<file path="config.mk">
export PLATFORM = sky130hd
export DESIGN_NAME = ppm_frame_capture_decoder_flat
export DESIGN_NICKNAME = d
export VERILOG_FILES = /design/src/sv/ppmfcd_pkg.sv /design/src/sv/ppmfcd_ifs.sv /design/src/sv/ppmfcd_frame.sv /design/src/sv/ppmfcd_scale.sv /design/src/sv/ppmfcd_obuf.sv /design/src/sv/ppm_frame_capture_decoder.sv /design/src/flat_wrapper.sv
export SDC_FILE = /design/constraint.sdc
export NUM_CORES = 1
export LEC_CHECK = 0
export BUFFER_PORTS_ARGS = -buffer_cell sky130_fd_sc_hd__buf_4
export CORE_ASPECT_RATIO = 0.9
export CORE_MARGIN = 1.5
export CORE_UTILIZATION = 39
export CTS_CLUSTER_DIAMETER = 50
export CTS_CLUSTER_SIZE = 30
export DETAILED_ROUTE_END_ITERATION = 12
export HOLD_SLACK_MARGIN = 0.08
export PLACE_DENSITY = 0.57
export SKIP_LAST_GASP = 1
export SYNTH_ARGS = -nofsm -noshare
export SYNTH_HDL_FRONTEND = slang
export SYNTH_SLANG_ARGS = --single-unit
</file>
<file path="constraint.sdc">
create_clock -name clk -period 19.4 [get_ports clk]
set_input_delay 2.91 -clock clk [delete_from_list [all_inputs] [get_ports clk]]
set_output_delay 2.91 -clock clk [all_outputs]
set_load 0.005 [all_outputs]
</file>
<file path="src/sv/ppmfcd_pkg.sv">
// Shared constants, types and the gain coefficient function for the PPM capture decoder.
`timescale 1ns / 1ps

package ppmfcd_pkg;

  localparam int MAX_CHANNELS_DEF = 8;

  localparam int TIME_W   = 16;
  localparam int GAP_W    = TIME_W - 1;
  localparam int CH_IDX_W = 3;
  localparam int CH_VAL_W = 13;
  localparam int GAIN_W   = 7;

  // Deviation magnitude from centre: at most 699 us for a valid channel gap.
  localparam int DEV_W = 10;

  // Division by ten is done as a multiplication by ceil(2^19 / 10), exact for
  // products below 2^18. The reciprocal is folded into the gain coefficient.
  localparam int               RECIP_SHIFT = 19;
  localparam logic [15:0]      RECIP_TEN   = 16'd52429;
  localparam int               RECIP_W     = 23;
  localparam int               PROD_W      = DEV_W + RECIP_W;
  localparam int               QUOT_W      = PROD_W - RECIP_SHIFT;

  localparam logic [GAP_W-1:0] SYNC_LOW_US  = 15'd4000;
  localparam logic [GAP_W-1:0] SYNC_HIGH_US = 15'd19000;
  localparam logic [GAP_W-1:0] CHAN_LOW_US  = 15'd800;
  localparam logic [GAP_W-1:0] CHAN_HIGH_US = 15'd2200;
  localparam logic [GAP_W-1:0] CENTER_US    = 15'd1500;

  localparam logic [QUOT_W-1:0] VALUE_LIMIT = 14'd3500;
  localparam logic signed [GAIN_W:0] GAIN_UNITY = 8'sd10;
  localparam logic signed [GAIN_W-1:0] GAIN_TRIM_RESET = 7'sd0;

  // Result buffer depth and its pointer and count widths.
  localparam int OBUF_DEPTH = 3;
  localparam int OBUF_PTR_W = 2;
  localparam int OBUF_CNT_W = 2;

  typedef struct packed {
    logic                valid;
    logic [CH_IDX_W-1:0] index;
    logic [DEV_W-1:0]    dev_mag;
    logic                dev_neg;
  } s1_item_t;

  typedef struct packed {
    logic [CH_IDX_W-1:0]        channel_index;
    logic signed [CH_VAL_W-1:0] channel_value;
  } result_t;

  typedef struct packed {
    logic               neg;
    logic [RECIP_W-1:0] recip;
  } gain_coef_t;

  // Sign and magnitude of (trim + 10), the magnitude pre-multiplied by the
  // reciprocal of ten.
  function automatic gain_coef_t gain_coef(input logic signed [GAIN_W-1:0] trim);
    logic signed [GAIN_W:0] factor;
    logic [GAIN_W:0]        mag;
    gain_coef_t             coef;
    factor     = {trim[GAIN_W-1], trim} + GAIN_UNITY;
    mag        = factor[GAIN_W] ? (GAIN_W+1)'(-factor) : (GAIN_W+1)'(factor);
    coef.neg   = factor[GAIN_W];
    coef.recip = RECIP_W'(mag) * RECIP_W'(RECIP_TEN);
    return coef;
  endfunction

endpackage

</file>
<file path="src/sv/ppmfcd_ifs.sv">
// Valid/ready channel interfaces for capture timestamps and decoded channels.
`timescale 1ns / 1ps

interface ppmfcd_in_if;
  logic                          valid;
  logic                          ready;
  logic [ppmfcd_pkg::TIME_W-1:0] capture_time;

  modport source (output valid, output capture_time, input ready);
  modport sink   (input valid, input capture_time, output ready);
endinterface

interface ppmfcd_out_if;
  logic                                  valid;
  logic                                  ready;
  logic [ppmfcd_pkg::CH_IDX_W-1:0]       channel_index;
  logic signed [ppmfcd_pkg::CH_VAL_W-1:0] channel_value;

  modport source (output valid, output channel_index, output channel_value, input ready);
  modport sink   (input valid, input channel_index, input channel_value, output ready);
endinterface

</file>
<file path="src/sv/ppmfcd_frame.sv">
// Gap measurement, pulse classification and frame position tracking.
`timescale 1ns / 1ps

module ppmfcd_frame #(
  parameter int MAX_CHANNELS = ppmfcd_pkg::MAX_CHANNELS_DEF
) (
  input  logic                          clk,
  input  logic                          rst_n,
  input  logic                          accept,
  input  logic [ppmfcd_pkg::TIME_W-1:0] capture_time,
  output ppmfcd_pkg::s1_item_t          item
);
  import ppmfcd_pkg::*;

  localparam int POS_BITS = $clog2(MAX_CHANNELS + 2);
  localparam int POS_W    = (POS_BITS > CH_IDX_W) ? POS_BITS : CH_IDX_W;
  localparam logic [POS_W-1:0] POS_IDLE  = '0;
  localparam logic [POS_W-1:0] POS_FIRST = POS_W'(1);
  localparam logic [POS_W-1:0] POS_LAST  = POS_W'(MAX_CHANNELS);

  logic [TIME_W-1:0]   prev_r;
  logic [POS_W-1:0]    pos_r, pos_nxt;
  logic                valid_r;
  logic [CH_IDX_W-1:0] index_r;
  logic [DEV_W-1:0]    dev_mag_r;
  logic                dev_neg_r;

  logic [TIME_W-1:0] diff;
  logic [GAP_W-1:0]  gap;
  logic [GAP_W-1:0]  dev_full;
  logic [POS_W-1:0]  pos_m1;
  logic              is_sync, is_chan, armed, emit;

  assign diff     = capture_time - prev_r;
  assign gap      = diff[TIME_W-1:1];
  assign is_sync  = (gap > SYNC_LOW_US) && (gap < SYNC_HIGH_US);
  assign is_chan  = (gap > CHAN_LOW_US) && (gap < CHAN_HIGH_US);
  assign armed    = (pos_r != POS_IDLE) && (pos_r <= POS_LAST);
  assign emit     = accept && !is_sync && armed && is_chan;
  assign pos_m1   = pos_r - POS_FIRST;
  assign dev_full = (gap >= CENTER_US) ? (gap - CENTER_US) : (CENTER_US - gap);

  always_comb begin
    pos_nxt = pos_r;
    if (accept) begin
      priority if (is_sync) begin
        pos_nxt = POS_FIRST;
      end else if (!armed) begin
        pos_nxt = pos_r;
      end else if (is_chan) begin
        pos_nxt = pos_r + POS_FIRST;
      end else begin
        pos_nxt = POS_IDLE;
      end
    end
  end

  always_ff @(posedge clk) begin
    if (!rst_n) begin
      prev_r  <= '0;
      pos_r   <= POS_IDLE;
      valid_r <= 1'b0;
    end else begin
      if (accept) begin
        prev_r <= capture_time;
      end
      pos_r   <= pos_nxt;
      valid_r <= emit;
    end
  end

  always_ff @(posedge clk) begin
    if (emit) begin
      index_r   <= pos_m1[CH_IDX_W-1:0];
      dev_mag_r <= dev_full[DEV_W-1:0];
      dev_neg_r <= (gap < CENTER_US);
    end
  end

  assign item.valid   = valid_r;
  assign item.index   = index_r;
  assign item.dev_mag = dev_mag_r;
  assign item.dev_neg = dev_neg_r;

endmodule

</file>
<file path="src/sv/ppmfcd_scale.sv">
// Gain register and scaling of the channel deviation by (gain_trim + 10) / 10.
`timescale 1ns / 1ps

module ppmfcd_scale (
  input  logic                                  clk,
  input  logic                                  rst_n,
  input  logic                                  cfg_wr_en,
  input  logic signed [ppmfcd_pkg::GAIN_W-1:0]  cfg_wr_data,
  input  ppmfcd_pkg::s1_item_t                  item,
  output logic                                  res_valid,
  output ppmfcd_pkg::result_t                   res
);
  import ppmfcd_pkg::*;

  gain_coef_t        coef_r;
  logic [PROD_W-1:0] prod;
  logic [QUOT_W-1:0] quot;
  logic [QUOT_W-1:0] mag;
  logic              neg;

  // The coefficient is worked out once per write, so the item path holds a
  // single multiplier.
  always_ff @(posedge clk) begin
    if (!rst_n) begin
      coef_r <= gain_coef(GAIN_TRIM_RESET);
    end else if (cfg_wr_en) begin
      coef_r <= gain_coef(cfg_wr_data);
    end
  end

  assign prod = PROD_W'(item.dev_mag) * PROD_W'(coef_r.recip);
  assign quot = prod[PROD_W-1:RECIP_SHIFT];
  assign mag  = (quot > VALUE_LIMIT) ? VALUE_LIMIT : quot;
  assign neg  = item.dev_neg ^ coef_r.neg;

  assign res_valid         = item.valid;
  assign res.channel_index = item.index;
  assign res.channel_value = neg ? -CH_VAL_W'(mag) : CH_VAL_W'(mag);

endmodule

</file>
<file path="src/sv/ppmfcd_obuf.sv">
// Three-entry result buffer that decouples the result channel from the input side.
`timescale 1ns / 1ps

module ppmfcd_obuf (
  input  logic                clk,
  input  logic                rst_n,
  input  logic                push,
  input  ppmfcd_pkg::result_t push_data,
  output logic                room,
  output logic                out_valid,
  input  logic                out_ready,
  output ppmfcd_pkg::result_t out_data
);
  import ppmfcd_pkg::*;

  localparam logic [OBUF_PTR_W-1:0] PTR_LAST = OBUF_PTR_W'(OBUF_DEPTH - 1);

  result_t                 mem_r [OBUF_DEPTH];
  logic [OBUF_PTR_W-1:0]   wr_ptr_r, rd_ptr_r;
  logic [OBUF_CNT_W-1:0]   cnt_r, cnt_nxt;
  logic [OBUF_CNT_W:0]     cnt_sum;
  logic                    pop;

  assign pop       = out_valid && out_ready;
  assign out_valid = (cnt_r != '0);
  assign out_data  = mem_r[rd_ptr_r];

  // A new input may only be taken if the item already in the scaling stage
  // and the one just accepted are both sure of a slot.
  assign cnt_sum = (OBUF_CNT_W+1)'(cnt_r) + (OBUF_CNT_W+1)'(push);
  assign room    = (cnt_sum < (OBUF_CNT_W+1)'(OBUF_DEPTH));

  always_comb begin
    unique case ({push, pop})
      2'b10:   cnt_nxt = cnt_r + OBUF_CNT_W'(1);
      2'b01:   cnt_nxt = cnt_r - OBUF_CNT_W'(1);
      default: cnt_nxt = cnt_r;
    endcase
  end

  always_ff @(posedge clk) begin
    if (!rst_n) begin
      wr_ptr_r <= '0;
      rd_ptr_r <= '0;
      cnt_r    <= '0;
    end else begin
      if (push) begin
        wr_ptr_r <= (wr_ptr_r == PTR_LAST) ? '0 : wr_ptr_r + OBUF_PTR_W'(1);
      end
      if (pop) begin
        rd_ptr_r <= (rd_ptr_r == PTR_LAST) ? '0 : rd_ptr_r + OBUF_PTR_W'(1);
      end
      cnt_r <= cnt_nxt;
    end
  end

  always_ff @(posedge clk) begin
    if (push) begin
      mem_r[wr_ptr_r] <= push_data;
    end
  end

endmodule

</file>
<file path="src/sv/ppm_frame_capture_decoder.sv">
// Top level of the PPM frame decoder working from edge capture timestamps.
`timescale 1ns / 1ps

// The decoder takes one timer capture per transfer on in_ch and emits a
// decoded channel on out_ch whenever the gap to the previous capture is a
// valid channel pulse inside an armed frame. A gap of more than 4000 us and
// less than 19000 us is a sync and restarts the frame at channel index 0;
// up to MAX_CHANNELS channels follow, each a gap of more than 800 us and
// less than 2200 us, and any other gap abandons the frame until the next
// sync. Gaps are measured in microseconds from a 16-bit half-microsecond
// timer, so captures may wrap freely. Each channel value is the deviation
// from 1500 us scaled by (gain_trim + 10) / 10, truncated toward zero and
// limited to plus or minus 3500. One capture can be accepted in every clock
// cycle while in_ch.ready is high. The edge of the transfer registers the
// classified gap and the new frame position; the one gain multiplication
// follows in the next cycle, and its result is written into a three-entry
// buffer at the next edge. A result can therefore be taken on out_ch once it
// is in the buffer, and no sooner. in_ch.ready falls when two results
// are held and a third is leaving the scaling stage, which only happens once
// results have backed up behind a low out_ch.ready, and it stays low while
// all three entries are full. gain_trim is written through cfg_wr_en and
// cfg_wr_data and must only change while the decoder is idle.
module ppm_frame_capture_decoder #(
  parameter int MAX_CHANNELS = ppmfcd_pkg::MAX_CHANNELS_DEF
) (
  input  logic                                 clk,
  input  logic                                 rst_n,
  ppmfcd_in_if.sink                            in_ch,
  ppmfcd_out_if.source                         out_ch,
  input  logic                                 cfg_wr_en,
  input  logic signed [ppmfcd_pkg::GAIN_W-1:0] cfg_wr_data
);
  import ppmfcd_pkg::*;

  s1_item_t item;
  result_t  res;
  result_t  out_data;
  logic     res_valid;
  logic     room;
  logic     accept;

  assign in_ch.ready = room;
  assign accept      = in_ch.valid && room;

  ppmfcd_frame #(
    .MAX_CHANNELS (MAX_CHANNELS)
  ) u_frame (
    .clk          (clk),
    .rst_n        (rst_n),
    .accept       (accept),
    .capture_time (in_ch.capture_time),
    .item         (item)
  );

  ppmfcd_scale u_scale (
    .clk         (clk),
    .rst_n       (rst_n),
    .cfg_wr_en   (cfg_wr_en),
    .cfg_wr_data (cfg_wr_data),
    .item        (item),
    .res_valid   (res_valid),
    .res         (res)
  );

  ppmfcd_obuf u_obuf (
    .clk       (clk),
    .rst_n     (rst_n),
    .push      (res_valid),
    .push_data (res),
    .room      (room),
    .out_valid (out_ch.valid),
    .out_ready (out_ch.ready),
    .out_data  (out_data)
  );

  assign out_ch.channel_index = out_data.channel_index;
  assign out_ch.channel_value = out_data.channel_value;

endmodule

</file>
<file path="src/flat_wrapper.sv">
// flat-port wrapper written by rule: the top's interface ports become plain ports
module ppm_frame_capture_decoder_flat import ppmfcd_pkg::*;
#(
  parameter int MAX_CHANNELS = ppmfcd_pkg::MAX_CHANNELS_DEF
)
  (clk, rst_n, cfg_wr_en, cfg_wr_data, in_ch_valid, in_ch_capture_time, in_ch_ready, out_ch_valid, out_ch_channel_index, out_ch_channel_value, out_ch_ready);
  ppmfcd_in_if in_ch_i ();
  ppmfcd_out_if out_ch_i ();
  input  logic clk;
  input  logic rst_n;
  input  logic cfg_wr_en;
  input  logic signed [ppmfcd_pkg::GAIN_W-1:0] cfg_wr_data;
  input wire logic [$bits(in_ch_i.valid)-1:0] in_ch_valid;
  input wire logic [$bits(in_ch_i.capture_time)-1:0] in_ch_capture_time;
  output wire logic [$bits(in_ch_i.ready)-1:0] in_ch_ready;
  output wire logic [$bits(out_ch_i.valid)-1:0] out_ch_valid;
  output wire logic [$bits(out_ch_i.channel_index)-1:0] out_ch_channel_index;
  output wire logic [$bits(out_ch_i.channel_value)-1:0] out_ch_channel_value;
  input wire logic [$bits(out_ch_i.ready)-1:0] out_ch_ready;
  assign in_ch_i.valid = in_ch_valid;
  assign in_ch_i.capture_time = in_ch_capture_time;
  assign in_ch_ready = in_ch_i.ready;
  assign out_ch_valid = out_ch_i.valid;
  assign out_ch_channel_index = out_ch_i.channel_index;
  assign out_ch_channel_value = out_ch_i.channel_value;
  assign out_ch_i.ready = out_ch_ready;
  ppm_frame_capture_decoder #(.MAX_CHANNELS(MAX_CHANNELS)) u_core (.clk(clk), .rst_n(rst_n), .in_ch(in_ch_i), .out_ch(out_ch_i), .cfg_wr_en(cfg_wr_en), .cfg_wr_data(cfg_wr_data));
endmodule
</file>
==> impl_metrics.csv <==
group,metric,value,unit
sta,post-route-period-util,45.4,%
logic_synthesis,synth_xor_area_share,3.70,%
logic_synthesis,synth_adder_area_share,37.0,%
logic_synthesis,syn-instance-count,1619,
critical_path,critPathMaxStageDelay,1060,ps
clocking,cts_tree,"built",
critical_path,r2r_end,"u_core.u_obuf.mem_r[1][8]",
critical_path,critical_path_class,"reg2reg",
finish,n_antenna_cell,0,
floorplan,fp.coreArea,37100,um2
flow_run,cap_viol_max_count,0,
detailed_routing,postRouteAntennaNets,0,
sta,fmax,114,MHz
clocking,cts_hold_buffers,0,
floorplan,fp.dieH,187,um
critical_path,slowest_stage,"a221oi_1",
detailed_routing,drt-total-wl,33700,um
sta,finalClockSkew,10.4,ps
logic_synthesis,yosysMostFrequentCell,"inv_1",
clocking,post_cts_buffers,0,
logic_synthesis,ys_top_cells_by_count,"inv_1, nand2_1, fa_1",
global_routing,grt_usage,18.3,%
floorplan,initial_core_util,39.6,%
logic_synthesis,yosysSeqAreaShare,19.9,%
clocking,htree_levels,4,
clocking,cts_root_buf,"clkbuf_16",
critical_path,r2r_setup_slack,10590,ps
clocking,cts.clk_slew.worst_paths,60,ps
global_routing,grt_pass1_vias,11254,
logic_synthesis,yosysTopAreaCell,"fa_1",
critical_path,crit_path_start_kind,"flip-flop",
detailed_routing,dr.pass1.iters,6,
logic_synthesis,yosysWarnings,0,
status,status,"finished, final reports clean",
placed_design,gp_congestion,0.840,
logic_synthesis,synth-compound-area-share,10.2,%
sta,rsz0062_at_grt,"no",
placed_design,io_buffer_count,45,
detailed_routing,via_per_inst,5.12,
clocking,cts_buffer_depth,2,
placed_design,hpwl,26300,um
global_routing,grt_pass1_wl,56900,um
logic_synthesis,synth-edff-count,62,
critical_path,timing.rr.start,"u_core.u_frame.dev_mag_r[3]",
critical_path,cp.buffers_inverters,3,
clocking,numClockSinks,115,
global_routing,grt-ovfl-total,0,
finish,fin_nets,1968,
logic_synthesis,synth_area,14700,um2
finish,layout-drive-gt1-share,6.20,%
critical_path,cp-endpoint,"u_core.u_obuf.mem_r[1][8]",
sta,fin_setup_tns,0,ps
clocking,cts_resized,0,
logic_synthesis,synth_top_cell_area_share,24.9,%
logic_synthesis,synth-main-ff-cell,"edfxtp_1",
logic_synthesis,synth_mux_area_share,2.59,%
logic_synthesis,synthTopCellsByArea,"fa_1, edfxtp_1, ha_1",
sta,finalHoldViolations,0,
floorplan,num_rows,67,
critical_path,worst-path-stages,25,
detailed_routing,vias,10809,
min_path,hp-class,"reg2reg",
critical_path,cp.arrival,9000,ps
floorplan,fp.dieW,208,um
detailed_routing,wl_per_cell,16.0,um
critical_path,cp_top_family,"adder cells",
critical_path,critPathRequiredTime,19590,ps
floorplan,dieArea,38800,um2
clocking,cts_inserted_buffers,17,
finish,area_growth,8.87,%
logic_synthesis,synth_top_family_by_area,"adder cells",
critical_path,reg2reg_depth,25,
detailed_routing,drc,0,
critical_path,worstPathMaxFanout,23,
global_routing,antenna_found_initial,0,
detailed_routing,drtIter0Drc,565,
critical_path,cpMostUsedCell,"fa_1",
critical_path,end_kind,"flip-flop",
sta,max-slew-margin-rel,14.3,%
global_routing,grt_max_degree,53,
logic_synthesis,yosysUniqueCellTypes,74,
sta,fin_crit,8810,ps
sta,drv_slew,0,
logic_synthesis,ys_seq_elements,115,
sta,setup_viol,0,
logic_synthesis,synthArstFlopShare,0,%
sta,worstMarginPinSlew,1290,ps
clocking,clock_latency,440,ps
logic_synthesis,synthSimpleGateAreaFrac,18.6,%
floorplan,io_pins,46,
critical_path,crit_start,"u_core.u_frame.dev_mag_r[3]",
logic_synthesis,synth.avg_cell_area,9.07,um2
[metal layers]
layer	vias up	global-route usage [%]	wire, um
li1	5283	-	-
met1	5296	25.4	16500
met2	190	29.5	15100
met3	40	2.74	1400
met4	0	5.46	600
met5	-	0	0
[worst min path at each step]
stage	from	end	slack, ps	cells after the start
2_1_floorplan	u_core.u_frame.index_r[0]	u_core.u_obuf.mem_r[0][13]	440	0
6_report	u_core.u_frame.prev_r[13]	u_core.u_frame.prev_r[13]	460	2
4_1_cts	u_core.u_frame.prev_r[8]	u_core.u_frame.prev_r[8]	470	2
3_3_place_gp	u_core.u_frame.prev_r[13]	u_core.u_frame.prev_r[13]	450	2
5_1_grt	u_core.u_frame.prev_r[1]	u_core.u_frame.prev_r[1]	480	2
3_5_place_dp	u_core.u_frame.prev_r[8]	u_core.u_frame.prev_r[8]	460	2
[state kept, by name, indices dropped and copies added, names as in the netlist, named ones only]
register,flops
u_core.u_obuf.mem_r,48
u_core.u_scale.coef_r,24
u_core.u_frame.prev_r,16
u_core.u_frame.dev_mag_r,10
u_core.u_frame.pos_r,4
u_core.u_frame.index_r,3
u_core.u_obuf.cnt_r,2
u_core.u_obuf.rd_ptr_r,2
u_core.u_obuf.wr_ptr_r,2
u_core.u_frame.dev_neg_r,1
u_core.u_frame.valid_r,1
[cell usage in the layout, fill, tap and decap left out, drive strengths merged, types with 47 or more instances in the layout]
master | netlist | layout
ha | 142 | 142
dfxtp | 53 | 53
and2 | 113 | 113
edfxtp | 62 | 62
o21ai | 59 | 59
fa | 183 | 183
nand2 | 215 | 215
nor2 | 61 | 61
a21oi | 48 | 48
inv | 237 | 240
buf | 8 | 47
[metrics by stage]
step | hold WS (ps) | instance area [um2] | worst slack (ps) | util, % | cells
2_1_floorplan | 440 | 14700 | 11320 | - | 1621
3_5_place_dp | 458 | 15400 | 10320 | 41.4 | 2079
4_1_cts | 466 | 16000 | 10660 | 43.1 | 2111
5_1_grt | 476 | 16000 | 10000 | 43.1 | 2111
3_3_place_gp | 450 | 15400 | 10360 | 41.4 | 2079
6_report | 462 | 16000 | 10590 | 43.1 | 2111
[kinds of logic (layout without fill, tap and decap cells)]
| group | count (synthesis) | after routing |
|---|---|---|
| buffers and inverters | 309 | 316 |
| adders and majority gates | 325 | 325 |
| muxes | 38 | 38 |
| and+or+nand+nor | 543 | 543 |
| DFF | 115 | 115 |
| other | 1 | 3 |
| xor gates and xnor gates | 62 | 62 |
| AOI/OAI and AO/OA | 226 | 226 |
[final cells by class]
| class | count | area (um2) |
|---|---|---|
| well taps | 483 | 604 |
| fillers | 3634 | 21100 |
| inverters | 237 | 890 |
| clock buffers | 20 | 479 |
| multi-input cells | 1197 | 10600 |
| clock inverters | 12 | 119 |
| flip-flops and latches | 115 | 2920 |
| repair buffers | 47 | 353 |
[worst reg2reg max path, stage by stage, from the launching register on]
cell      delay, ps
edfxtp_1       1000
nand2_1         190
fa_1            570
inv_1            50
fa_1            510
fa_1            440
fa_1            560
inv_1            60
fa_1            530
inv_1            40
ha_1            310
nand3_1         110
nor3_1          280
nor2_1           90
o211ai_1        570
a21boi_1        210
o21bai_1        320
xnor2_1         210
nor2_1           80
a221oi_1       1070
nand2_1         220
ha_1            290
nand3_1         110
or4b_2          170
a21oi_1          70
a211oi_1        490
Power is not shown: default switching activity piles up to over one toggle a cycle in this logic, so the estimate is an artifact.
